==> src/hdl/escc_pkg.sv <==
package escc_pkg;

  localparam logic [11:0] EPOCH_YEAR    = 12'd1970;
  localparam logic [8:0]  DAYS_COMMON   = 9'd365;
  localparam logic [8:0]  DAYS_LEAP     = 9'd366;
  localparam logic [4:0]  DAYS_FEB      = 5'd28;
  localparam logic [4:0]  DAYS_FEB_LEAP = 5'd29;
  localparam logic [4:0]  DAYS_SHORT    = 5'd30;
  localparam logic [4:0]  DAYS_LONG     = 5'd31;
  localparam logic [3:0]  MONTH_FEB     = 4'd2;
  localparam logic [3:0]  MONTH_JUL     = 4'd7;
  localparam logic [3:0]  MONTHS        = 4'd12;
  localparam logic [16:0] SEC_PER_DAY   = 17'd86400;
  localparam logic [16:0] SEC_PER_HOUR  = 17'd3600;
  localparam logic [16:0] SEC_PER_MIN   = 17'd60;
  // floor(y / 100) == (y * RECIP_100) >> RECIP_SHIFT for every 12-bit y
  localparam logic [12:0] RECIP_100     = 13'd5243;
  localparam int          RECIP_SHIFT   = 19;
  localparam logic [11:0] CENTURY       = 12'd100;
  // 86400 = 675 << 7: floor(x / 675) == (x * RECIP_675) >> 35 for every 25-bit x
  localparam logic [25:0] RECIP_675     = 26'd50903317;
  // 3600 = 225 << 4: floor(x / 225) == (x * RECIP_225) >> 21 for every 13-bit x
  localparam logic [13:0] RECIP_225     = 14'd9321;
  // 60 = 15 << 2: floor(x / 15) == (x * RECIP_15) >> 14 for every 10-bit x
  localparam logic [10:0] RECIP_15      = 11'd1093;

  typedef enum logic {
    ALU_ADD,
    ALU_SUB
  } alu_op_t;

  typedef enum logic {
    OP_TO_DATE,
    OP_TO_SECONDS
  } op_t;

  // Gregorian leap test on a full 12-bit year
  function automatic logic is_leap(input logic [11:0] y);
    logic [24:0] prod;
    logic [5:0]  q;
    logic [11:0] q100;
    logic        leap;
    prod = 25'(y) * 25'(RECIP_100);
    q    = prod[24:RECIP_SHIFT];
    q100 = 12'(q) * CENTURY;
    if (y == q100) begin
      leap = (q[1:0] == 2'b00);
    end else begin
      leap = (y[1:0] == 2'b00);
    end
    return leap;
  endfunction

  // Length of month m; months past July alternate the other way round
  function automatic logic [4:0] month_len(input logic [3:0] m, input logic leap);
    logic [4:0] len;
    if (m == MONTH_FEB) begin
      len = leap ? DAYS_FEB_LEAP : DAYS_FEB;
    end else if (m <= MONTH_JUL) begin
      len = m[0] ? DAYS_LONG : DAYS_SHORT;
    end else begin
      len = m[0] ? DAYS_SHORT : DAYS_LONG;
    end
    return len;
  endfunction

endpackage

==> src/hdl/escc_alu.sv <==
module escc_alu (
  input  logic [31:0]       a,
  input  logic [31:0]       b,
  input  escc_pkg::alu_op_t op,
  output logic [31:0]       y,
  output logic              ge
);

  logic        sub;
  logic [31:0] b_eff;
  logic [32:0] sum;

  assign sub   = (op == escc_pkg::ALU_SUB);
  assign b_eff = sub ? ~b : b;
  assign sum   = {1'b0, a} + {1'b0, b_eff} + 33'(sub);
  assign y     = sum[31:0];
  // no borrow on a subtract means a >= b
  assign ge    = sub & sum[32];

endmodule

==> src/hdl/epoch_seconds_calendar_converter.sv <==
// Converts between a 32-bit count of seconds since 1970-01-01 00:00:00 and a
// Gregorian date and time, one item at a time, with one shared 32-bit
// add/subtract unit stepped by a small sequencer. Operation 0 (tuser = 0)
// first splits the count: days, hours and minutes each take one reciprocal
// multiply for the quotient and one shared subtract for the remainder. Then
// it takes off one whole year at a time from 1970 on, and then one month at
// a time up to the result month. Operation 1 (tuser = 1) builds the count:
// it adds one year at a time from 1970 up to in_year, one month at a time
// before in_month, then the day, multiplies by 86400 and adds the time of
// day. Dates are not checked, and a year up to 4095 simply makes the year
// loop run longer. The year and month loops set the rate.
// Input is taken only while the sequencer is idle; a finished result sits in
// an output register, so the next item may be taken while it waits, and the
// sequencer then holds in its last step until that register is free.
module epoch_seconds_calendar_converter (
  input  logic        clk,
  input  logic        rst,
  input  logic        s_axis_tvalid,
  output logic        s_axis_tready,
  // epoch_seconds[31:0], in_year[43:32], in_month[47:44], in_day[52:48],
  // in_hour[57:53], in_minute[63:58], in_second[69:64], zero[71:70]
  input  logic [71:0] s_axis_tdata,
  // operation[0]
  input  logic [0:0]  s_axis_tuser,
  output logic        m_axis_tvalid,
  input  logic        m_axis_tready,
  // out_seconds[31:0], out_year[43:32], out_month[47:44], out_day[52:48],
  // out_hour[57:53], out_minute[63:58], out_second[69:64], zero[71:70]
  output logic [71:0] m_axis_tdata
);

  typedef enum logic [2:0] {
    ST_IDLE,
    ST_DIV,
    ST_YEAR,
    ST_MONTH,
    ST_DAYADD,
    ST_MUL,
    ST_SOD,
    ST_FIN
  } state_t;

  typedef enum logic [2:0] {
    DIV_DAY_Q,
    DIV_DAY_R,
    DIV_HOUR_Q,
    DIV_HOUR_R,
    DIV_MIN_Q,
    DIV_MIN_R
  } div_stage_t;

  state_t        state;
  div_stage_t    dstage;
  escc_pkg::op_t op;
  logic [31:0] acc;
  logic [24:0] days;
  logic [11:0] year;
  logic        leap;
  logic [3:0]  month;
  logic [11:0] in_year;
  logic [3:0]  in_month;
  logic        mleap;
  logic [5:0]  dm1;
  logic [16:0] sod;
  logic [4:0]  day;
  logic [4:0]  hour;
  logic [5:0]  minute;
  logic [5:0]  sec;

  logic [31:0]       alu_a;
  logic [31:0]       alu_b;
  escc_pkg::alu_op_t alu_op;
  logic [31:0]       alu_y;
  logic              alu_ge;

  logic [50:0] day_prod;
  logic [26:0] hour_prod;
  logic [20:0] min_prod;
  logic [31:0] div_back;
  logic [8:0]  ylen;
  logic [4:0]  mlen;
  logic [11:0] year_inc;
  logic [41:0] mul_full;
  logic [5:0]  s_dm1;
  logic [16:0] s_sod;
  logic [71:0] out_pack;

  escc_alu u_alu (
    .a  (alu_a),
    .b  (alu_b),
    .op (alu_op),
    .y  (alu_y),
    .ge (alu_ge)
  );

  assign s_axis_tready = (state == ST_IDLE);

  // quotients by reciprocal multiply on the pre-shifted dividend
  assign day_prod  = 51'(acc[31:7]) * 51'(escc_pkg::RECIP_675);
  assign hour_prod = 27'(acc[16:4]) * 27'(escc_pkg::RECIP_225);
  assign min_prod  = 21'(acc[11:2]) * 21'(escc_pkg::RECIP_15);

  // quotient times divisor, taken off by the shared unit for the remainder
  always_comb begin
    case (dstage)
      DIV_DAY_R:  div_back = 32'(days[15:0]) * 32'(escc_pkg::SEC_PER_DAY);
      DIV_HOUR_R: div_back = 32'(hour) * 32'(escc_pkg::SEC_PER_HOUR);
      default:    div_back = 32'(minute) * 32'(escc_pkg::SEC_PER_MIN);
    endcase
  end

  assign ylen      = leap ? escc_pkg::DAYS_LEAP : escc_pkg::DAYS_COMMON;
  assign mlen      = escc_pkg::month_len(month,
                       (op == escc_pkg::OP_TO_SECONDS) ? mleap : leap);
  assign year_inc  = year + 12'd1;
  assign mul_full  = 42'(days) * 42'(escc_pkg::SEC_PER_DAY);
  assign s_dm1     = {1'b0, s_axis_tdata[52:48]} - 6'd1;
  assign s_sod     = 17'(s_axis_tdata[57:53]) * escc_pkg::SEC_PER_HOUR
                   + 17'(s_axis_tdata[63:58]) * escc_pkg::SEC_PER_MIN
                   + 17'(s_axis_tdata[69:64]);

  always_comb begin
    alu_a  = 32'd0;
    alu_b  = 32'd0;
    alu_op = escc_pkg::ALU_SUB;
    case (state)
      ST_DIV: begin
        alu_a = acc;
        alu_b = div_back;
      end
      ST_YEAR: begin
        alu_a  = 32'(days);
        alu_b  = 32'(ylen);
        alu_op = (op == escc_pkg::OP_TO_SECONDS) ? escc_pkg::ALU_ADD : escc_pkg::ALU_SUB;
      end
      ST_MONTH: begin
        alu_a  = 32'(days);
        alu_b  = 32'(mlen);
        alu_op = (op == escc_pkg::OP_TO_SECONDS) ? escc_pkg::ALU_ADD : escc_pkg::ALU_SUB;
      end
      ST_DAYADD: begin
        alu_a  = 32'(days);
        alu_b  = {{26{dm1[5]}}, dm1};
        alu_op = escc_pkg::ALU_ADD;
      end
      ST_SOD: begin
        alu_a  = acc;
        alu_b  = 32'(sod);
        alu_op = escc_pkg::ALU_ADD;
      end
      default: begin
        alu_a = 32'd0;
      end
    endcase
  end

  always_comb begin
    if (op == escc_pkg::OP_TO_SECONDS) begin
      out_pack = {40'd0, acc};
    end else begin
      out_pack = {2'b00, sec, minute, hour, day, month, year, 32'd0};
    end
  end

  always_ff @(posedge clk) begin
    if (rst) begin
      state         <= ST_IDLE;
      m_axis_tvalid <= 1'b0;
    end else begin
      // the finish step refills the output register itself
      if (m_axis_tvalid && m_axis_tready && state != ST_FIN) begin
        m_axis_tvalid <= 1'b0;
      end
      case (state)
        ST_IDLE: begin
          if (s_axis_tvalid) begin
            op       <= escc_pkg::op_t'(s_axis_tuser[0]);
            year     <= escc_pkg::EPOCH_YEAR;
            leap     <= escc_pkg::is_leap(escc_pkg::EPOCH_YEAR);
            month    <= 4'd1;
            days     <= 25'd0;
            in_year  <= s_axis_tdata[43:32];
            in_month <= s_axis_tdata[47:44];
            mleap    <= escc_pkg::is_leap(s_axis_tdata[43:32]);
            dm1      <= s_dm1;
            sod      <= s_sod;
            // count to date starts with the day division
            dstage   <= DIV_DAY_Q;
            acc      <= s_axis_tdata[31:0];
            state    <= (escc_pkg::op_t'(s_axis_tuser[0]) == escc_pkg::OP_TO_SECONDS)
                        ? ST_YEAR : ST_DIV;
          end
        end
        ST_DIV: begin
          case (dstage)
            DIV_DAY_Q: begin
              days   <= 25'(day_prod[50:35]);
              dstage <= DIV_DAY_R;
            end
            DIV_DAY_R: begin
              acc    <= alu_y;
              dstage <= DIV_HOUR_Q;
            end
            DIV_HOUR_Q: begin
              hour   <= hour_prod[25:21];
              dstage <= DIV_HOUR_R;
            end
            DIV_HOUR_R: begin
              acc    <= alu_y;
              dstage <= DIV_MIN_Q;
            end
            DIV_MIN_Q: begin
              minute <= min_prod[19:14];
              dstage <= DIV_MIN_R;
            end
            default: begin
              sec   <= alu_y[5:0];
              state <= ST_YEAR;
            end
          endcase
        end
        ST_YEAR: begin
          if ((op == escc_pkg::OP_TO_SECONDS) ? (year < in_year) : alu_ge) begin
            days <= alu_y[24:0];
            year <= year_inc;
            leap <= escc_pkg::is_leap(year_inc);
          end else begin
            state <= ST_MONTH;
          end
        end
        ST_MONTH: begin
          if (op == escc_pkg::OP_TO_SECONDS) begin
            if (month < in_month) begin
              days  <= alu_y[24:0];
              month <= month + 4'd1;
            end else begin
              state <= ST_DAYADD;
            end
          end else begin
            if (month < escc_pkg::MONTHS && alu_ge) begin
              days  <= alu_y[24:0];
              month <= month + 4'd1;
            end else begin
              day   <= days[4:0] + 5'd1;
              state <= ST_FIN;
            end
          end
        end
        ST_DAYADD: begin
          days  <= alu_y[24:0];
          state <= ST_MUL;
        end
        ST_MUL: begin
          acc   <= mul_full[31:0];
          state <= ST_SOD;
        end
        ST_SOD: begin
          acc   <= alu_y;
          state <= ST_FIN;
        end
        ST_FIN: begin
          // hold until the output register is free
          if (!m_axis_tvalid || m_axis_tready) begin
            m_axis_tdata  <= out_pack;
            m_axis_tvalid <= 1'b1;
            state         <= ST_IDLE;
          end
        end
        default: begin
          state <= ST_IDLE;
        end
      endcase
    end
  end

  a_sod_below_day: assert property (@(posedge clk) disable iff (rst)
    state == ST_DIV && dstage == DIV_HOUR_Q |-> acc < 32'(escc_pkg::SEC_PER_DAY))
    else $error("seconds of day out of range");

  a_busy_after_accept: assert property (@(posedge clk) disable iff (rst)
    s_axis_tvalid && s_axis_tready |=> !s_axis_tready)
    else $error("input taken again right after an item");

  a_valid_from_fin: assert property (@(posedge clk) disable iff (rst)
    $rose(m_axis_tvalid) |-> $past(state) == ST_FIN)
    else $error("result raised outside the finish step");

  a_month_range: assert property (@(posedge clk) disable iff (rst)
    state == ST_MONTH && op == escc_pkg::OP_TO_DATE
      |-> month >= 4'd1 && month <= escc_pkg::MONTHS)
    else $error("month out of range in count to date");

  a_year_bound: assert property (@(posedge clk) disable iff (rst)
    state == ST_YEAR && op == escc_pkg::OP_TO_DATE |-> year <= 12'd2106)
    else $error("year past the largest count");

endmodule

==> config.mk <==
export PLATFORM = sky130hd
export DESIGN_NAME = epoch_seconds_calendar_converter
export DESIGN_NICKNAME = d
export VERILOG_FILES = /design/src/hdl/escc_pkg.sv /design/src/hdl/escc_alu.sv /design/src/hdl/epoch_seconds_calendar_converter.sv
export SDC_FILE = /design/constraint.sdc
export NUM_CORES = 2
export LEC_CHECK = 0
export BUFFER_PORTS_ARGS = -buffer_cell sky130_fd_sc_hd__buf_2
export CAP_MARGIN = 40
export CORE_MARGIN = 2
export CORE_UTILIZATION = 39
export CTS_CLUSTER_SIZE = 25
export DETAILED_ROUTE_END_ITERATION = 10
export MAX_ROUTING_LAYER = met4
export PLACE_DENSITY = 0.61
export SKIP_LAST_GASP = 1
export SLEW_MARGIN = 40
export SYNTH_ARGS = -nofsm -noshare
export SYNTH_HDL_FRONTEND = slang
export SYNTH_HIERARCHICAL = 1
export SYNTH_SLANG_ARGS = --single-unit
==> constraint.sdc <==
create_clock -name clk -period 11.9 [get_ports clk]
set_clock_uncertainty 0.05 [all_clocks]
set_input_delay 2.38 -clock clk [delete_from_list [all_inputs] [get_ports clk]]
set_output_delay 2.38 -clock clk [all_outputs]
set_load 0.1 [all_outputs]
# Word-level counts from Yosys, hierarchy flattened

Index checks and enable logic that the tools add are counted.

Register bits: 216
Latch bits: 0
Memory bits (writable): 0
Bits in read-only memories: 0
Input port bits: 77
Output and inout port bits: 74
Logic and storage cells: 165
Memories kept: 0

Add/sub/neg operators: 8
Multiply operators: 13
Div/mod/pow operators: 0
Order comparisons: 4
Eq/ne operators: 27
Shift-type cells: 0
Multiplexer cells: 52
Bitwise logic cells: 6
Reductions and logical operators: 34

Operators with widths:

| operator                 | number |
|---|---|
| $pmux W32 S5             | 1 |
| $mux W25                 | 6 |
| $pmux W32 S2             | 2 |
| $pmux W32 S4             | 1 |
| $pmux W25 S5             | 1 |
| $mux W32                 | 3 |
| $mul A25 B26 Y51 const B | 1 |
| $mul A12 B13 Y25 const B | 2 |
| $add A32 B32 Y33         | 1 |
| $add A33 B1 Y33          | 1 |
| $not A32 Y32             | 1 |
| $mul A13 B14 Y26 const B | 1 |
| $mul A5 B8 Y13 const B   | 2 |
| $mul A16 B10 Y25 const B | 1 |
| $mul A25 B10 Y25 const B | 1 |
| $eq A12 B12 Y1           | 2 |
| $mux W12                 | 2 |
| $mux W3                  | 8 |
| $pmux W12 S2             | 1 |
| $pmux W3 S8              | 1 |
| $mul A10 B11 Y20 const B | 1 |
| $mul A6 B4 Y10 const B   | 2 |
| $mul A6 B5 Y10 const B   | 2 |
| $add A17 B12 Y17         | 1 |
| other kinds (42)         | 99 |

# Longest topological paths before layout

Depth in word-level cells: 13
Gate-level depth with buffers: 37
Depth with buffers taken out: 36

# By module

The synthesis kept the hierarchy.

By module, submodules not included:

| module                           | times used | cells an instance | area an instance (µm²) | sequential area each (µm²) |
|---|---|---|---|---|
| epoch_seconds_calendar_converter | 1          | 3374              | 34460.6                | 6386.1 |
| escc_alu                         | 1          | 288               | 2150.8                 | 0.0 |

# Worst setup path after synthesis

OpenSTA, ideal clock, no wires.

Path kind: input to register
From: in rst
To: reg m_axis_tdata[0] (enable)
Library setup time: 0.696 ns
Data arrival time: 9.871 ns
Data required time: 11.154 ns
Path slack: 1.283 ns
Stages: 2
Path buffers: 1
Cells stage by stage: clkbuf_1 > nor4b_1

Word-level cells in the longest chain between the ends: 2

Ends and longest elaborated chain:

| item                               | line                                    | text |
|---|---|---|
| start: declaration                 | epoch_seconds_calendar_converter.sv:17  | `input logic rst,` |
| $not A1 Y1 (no source line)        | --                                      |  |
| $reduce_and A3 Y1 (no source line) | --                                      |  |
| end signal: assignment             | epoch_seconds_calendar_converter.sv:264 | `m_axis_tdata <= out_pack;` |
| end: declaration                   | epoch_seconds_calendar_converter.sv:29  | `output logic [71:0] m_axis_tdata` |

No other way between the ends.
A chain may end at the register's enable or synchronous reset.

# Final worst setup path

From: reg year[0]
To: reg leap, data pin

Word-level cells in the longest chain between the ends: 7
Elaborated cells on any way between the ends: 9
Those cells by class: add/sub (1); mul (2); eq/ne (1); mux (3); reduce/logical (2)

Ends and longest elaborated chain:

| item                     | line                                    | text |
|---|---|---|
| start: declaration       | epoch_seconds_calendar_converter.sv:57  | `logic [11:0] year;` |
| start signal: assignment | epoch_seconds_calendar_converter.sv:178 | `year <= escc_pkg::EPOCH_YEAR;` |
| start signal: assignment | epoch_seconds_calendar_converter.sv:225 | `year <= year_inc;` |
| $add A12 B1 Y12 (*)      | epoch_seconds_calendar_converter.sv:115 | `assign year_inc = year + 12'd1;` |
| named net year_inc[11]   | epoch_seconds_calendar_converter.sv:82  | `logic [11:0] year_inc;` |
| $mul A12 B13 Y25         | escc_pkg.sv:43                          | `prod = 25'(y) * 25'(RECIP_100);` |
| $mul A6 B5 Y10           | escc_pkg.sv:45                          | `q100 = 12'(q) * CENTURY;` |
| $eq A12 B12 Y1           | escc_pkg.sv:46                          | `if (y == q100) begin` |
| $mux W1 (*)              | escc_pkg.sv:46                          |  |
| $mux W1 (*)              | epoch_seconds_calendar_converter.sv:223 | `if ((op == escc_pkg::OP_TO_SECONDS) ? (year < in_year) : alu_ge) begin` |
| $pmux W1 S2 (*)          | epoch_seconds_calendar_converter.sv:174 | `case (state)` |
| end signal: assignment   | epoch_seconds_calendar_converter.sv:179 | `leap <= escc_pkg::is_leap(escc_pkg::EPOCH_YEAR);` |
| end signal: assignment   | epoch_seconds_calendar_converter.sv:226 | `leap <= escc_pkg::is_leap(year_inc);` |
| end: declaration         | epoch_seconds_calendar_converter.sv:58  | `logic leap;` |

Mark *: on every way through the listed nets, which the timed path passes. The rest lies on a longest branch. The select of a mux whose other input is x is not followed.

==> qor.yml <==
hold_path:
  hold_start: "dstage[2]$_SDFFCE_PN0P_"
  hold_path_depth: 1
  hp-class: "flip-flop to flip-flop"
clock_network:
  clk_path_buf_depth: 3
  cts_buffers: 27
  cts_resized: 0
  postCtsSetupBuffers: 0
  insertion_delay_ns: 0.59
  cts_max_level: 1
  clock_sinks: 214
  cts_hold_buf: 0
  cts_tree: "yes"
  cts.clk_slew.worst_paths_ns: 0.06
  clock-root-buffer: "clkbuf_16"
yosys:
  synthTopCellsByArea: "ha_1 28%, fa_1 21%, edfxtp_1 17%"
  synth_common_cells: "825 x ha_1, 780 x inv_1, 385 x fa_1"
  synth_edf_count: 210
  synthCells: 3662
  ys_seq_area_share_pct: 17.4
  ys_types: 92
  synth_seq_cells: 214
  ys_async_sr_fraction_pct: 0
  synthFlopType: "edfxtp_1"
  avgSynthCellArea_um2: 10.0
  yosysTopAreaCell: "ha_1"
  synth.most_common_cell: "ha_1"
  ys_warn_count: 6
  netlist.area_leader.share_pct: 28.2
  syn-cell-area_um2: 36600
die:
  start_util_pct: 39.3
  core-area_um2: 93200
  die_h_um: 310
  rows: 112
  die_w_um: 310
  die_area_um2: 96300
  ioPinCount: 151
sta:
  whs_ns: 0.649
  fin_setup_tns_ns: 0
  setup_viol: 0
  max_freq_mhz: 103
  finalWorstSetupSlack_ns: 2.20
  relSlewSlack_pct: 40.2
  rsz0062_at_grt: "no"
  worstMarginPinSlew_ns: 0.897
  hold_violations: 0
  period_share_pct: 81.5
  drv_slew: 0
  period_minus_slack_ns: 9.70
drt:
  vias: 26058
  wirelength_mm: 94.9
  vias_per_cell: 5.12
  detail-route-antenna-nets: 0
  drt_iter0_drc: 1452
  routedWlPerCell_um: 18.6
  first_pass_iters: 6
  drc_errors: 0
place:
  place_ws_ns: 1.66
  gp_congestion: 0.944
  io_buffers: 146
  dp_hpwl_mm: 79.9
global_route:
  globalRouteMet1Util_pct: 27.2
  grt_pass1_wl_mm: 150
  antenna_found_initial: 17
  top_usage_layer: "met2"
  grt_pass1_vias: 26965
  grt_max_degree: 57
  overflow: 0
  use_met2_pct: 33.6
  grt_usage_pct: 20.7
  grtUsageMet3_pct: 2.90
worst_setup_path:
  crit_path_start_kind: "flip-flop"
  startpoint: "year[0]$_SDFFCE_PN0P_"
  worstPathRequired_ns: 12.16
  r2r_cells: 36
  critical_path_arrival_ns: 9.97
  r2r-start: "year[0]$_SDFFCE_PN0P_"
  critPathMaxFanout: 9
  slowest_stage: "edfxtp_1"
  cp-end-kind: "flip-flop"
  worstSetupPathType: "flip-flop to flip-flop"
  cpPeakStageDelay_ns: 0.56
  crit_path_frequent_cell: "ha_1"
layout:
  fill_cells: 9015
  drive_gt1_share_pct: 7.35
  layout.nets: 5088
  areaGrowthSynthToFinish_pct: 9.17
outcome:
  status: "finished clean"
job:
  maxCapViolCount: 0
-- cell usage in the layout (no fill, tap or decap), drive strengths merged, types with 10 or more instances in the layout --
cell type,n
a211oi,18
a21o,72
a21oi,141
a22o,28
a22oi,24
a31oi,35
and2,35
and3,17
buf,178
clkbuf,30
diode,14
edfxtp,210
fa,385
ha,825
inv,784
nand2,129
nand2b,19
nand3,43
nand4,19
nor2,126
nor2b,54
nor3,41
o211ai,20
o21a,17
o21ai,137
o21bai,26
o31ai,10
xnor2,134
xor2,93
-- registers in the layout (all words and copies together) (netlist names), 5 cells and up --
signal        flops
m_axis_tdata     70
days             25
hour              5
minute            6
sec               6
year             12
acc              32
sod              17
in_year          12
dm1               6
day               5
-- worst max-delay path, delay by kind of cell (launching register included) --
family | cells | cell delay, ns
compound gates | 8 | 1.93
fa+ha+maj | 10 | 3.55
xor+xnor | 5 | 1.12
flops | 1 | 0.56
buf+inv | 6 | 0.46
simple gates | 7 | 1.76
-- logic make-up after synthesis --
kind of cell               share of synthesized area [%]
DFF                                                 17.4
xor gates and xnor gates                            5.45
buffers and inverters                               8.83
adders and majority gates                           49.2
muxes                                              0.308
and+or+nand+nor                                     7.15
other                                             0.0102
AOI/OAI and AO/OA                                   11.6
-- cell type report --
| class | instances | area [um2] | share of cell area (%) |
|---|---|---|---|
| multi-input cells | 2600 | 27100 | 67.8 |
| flip-flops and latches | 214 | 6390 | 16.0 |
| inverters | 780 | 2930 | 7.33 |
| well taps | 1254 | 1570 | 3.93 |
| repair buffers | 178 | 978 | 2.45 |
| clock buffers | 30 | 687 | 1.72 |
| clock inverters | 19 | 279 | 0.698 |
| diodes | 14 | 35.0 | 0.0877 |
-- final timing paths --
kind	to	slack (ns)
worst min-delay path	dstage[1]$_SDFFCE_PN0P_	0.65
worst max register to register	leap$_SDFFCE_PN0P_	2.20
worst min register to register	dstage[1]$_SDFFCE_PN0P_	0.65
worst max-delay path	leap$_SDFFCE_PN0P_	2.20
-- routing by layer --
layer	part of all wire [%]	routed length (um)
met1	46	43500
met3	5.1	4850
met2	46	43900
met5	0	0
met4	2.8	2700
-- metrics by stage --
step,cell area [um2],instances,util (%)
2_1_floorplan,36600,3663,-
3_3_place_gp,38900,5024,41.7
3_5_place_dp,38900,5024,41.8
4_1_cts,39900,5073,42.8
5_1_grt,40000,5088,42.9
6_report,40000,5089,42.9
Power is not shown: default switching activity piles up to over one toggle a cycle in this logic, so the estimate is an artifact.
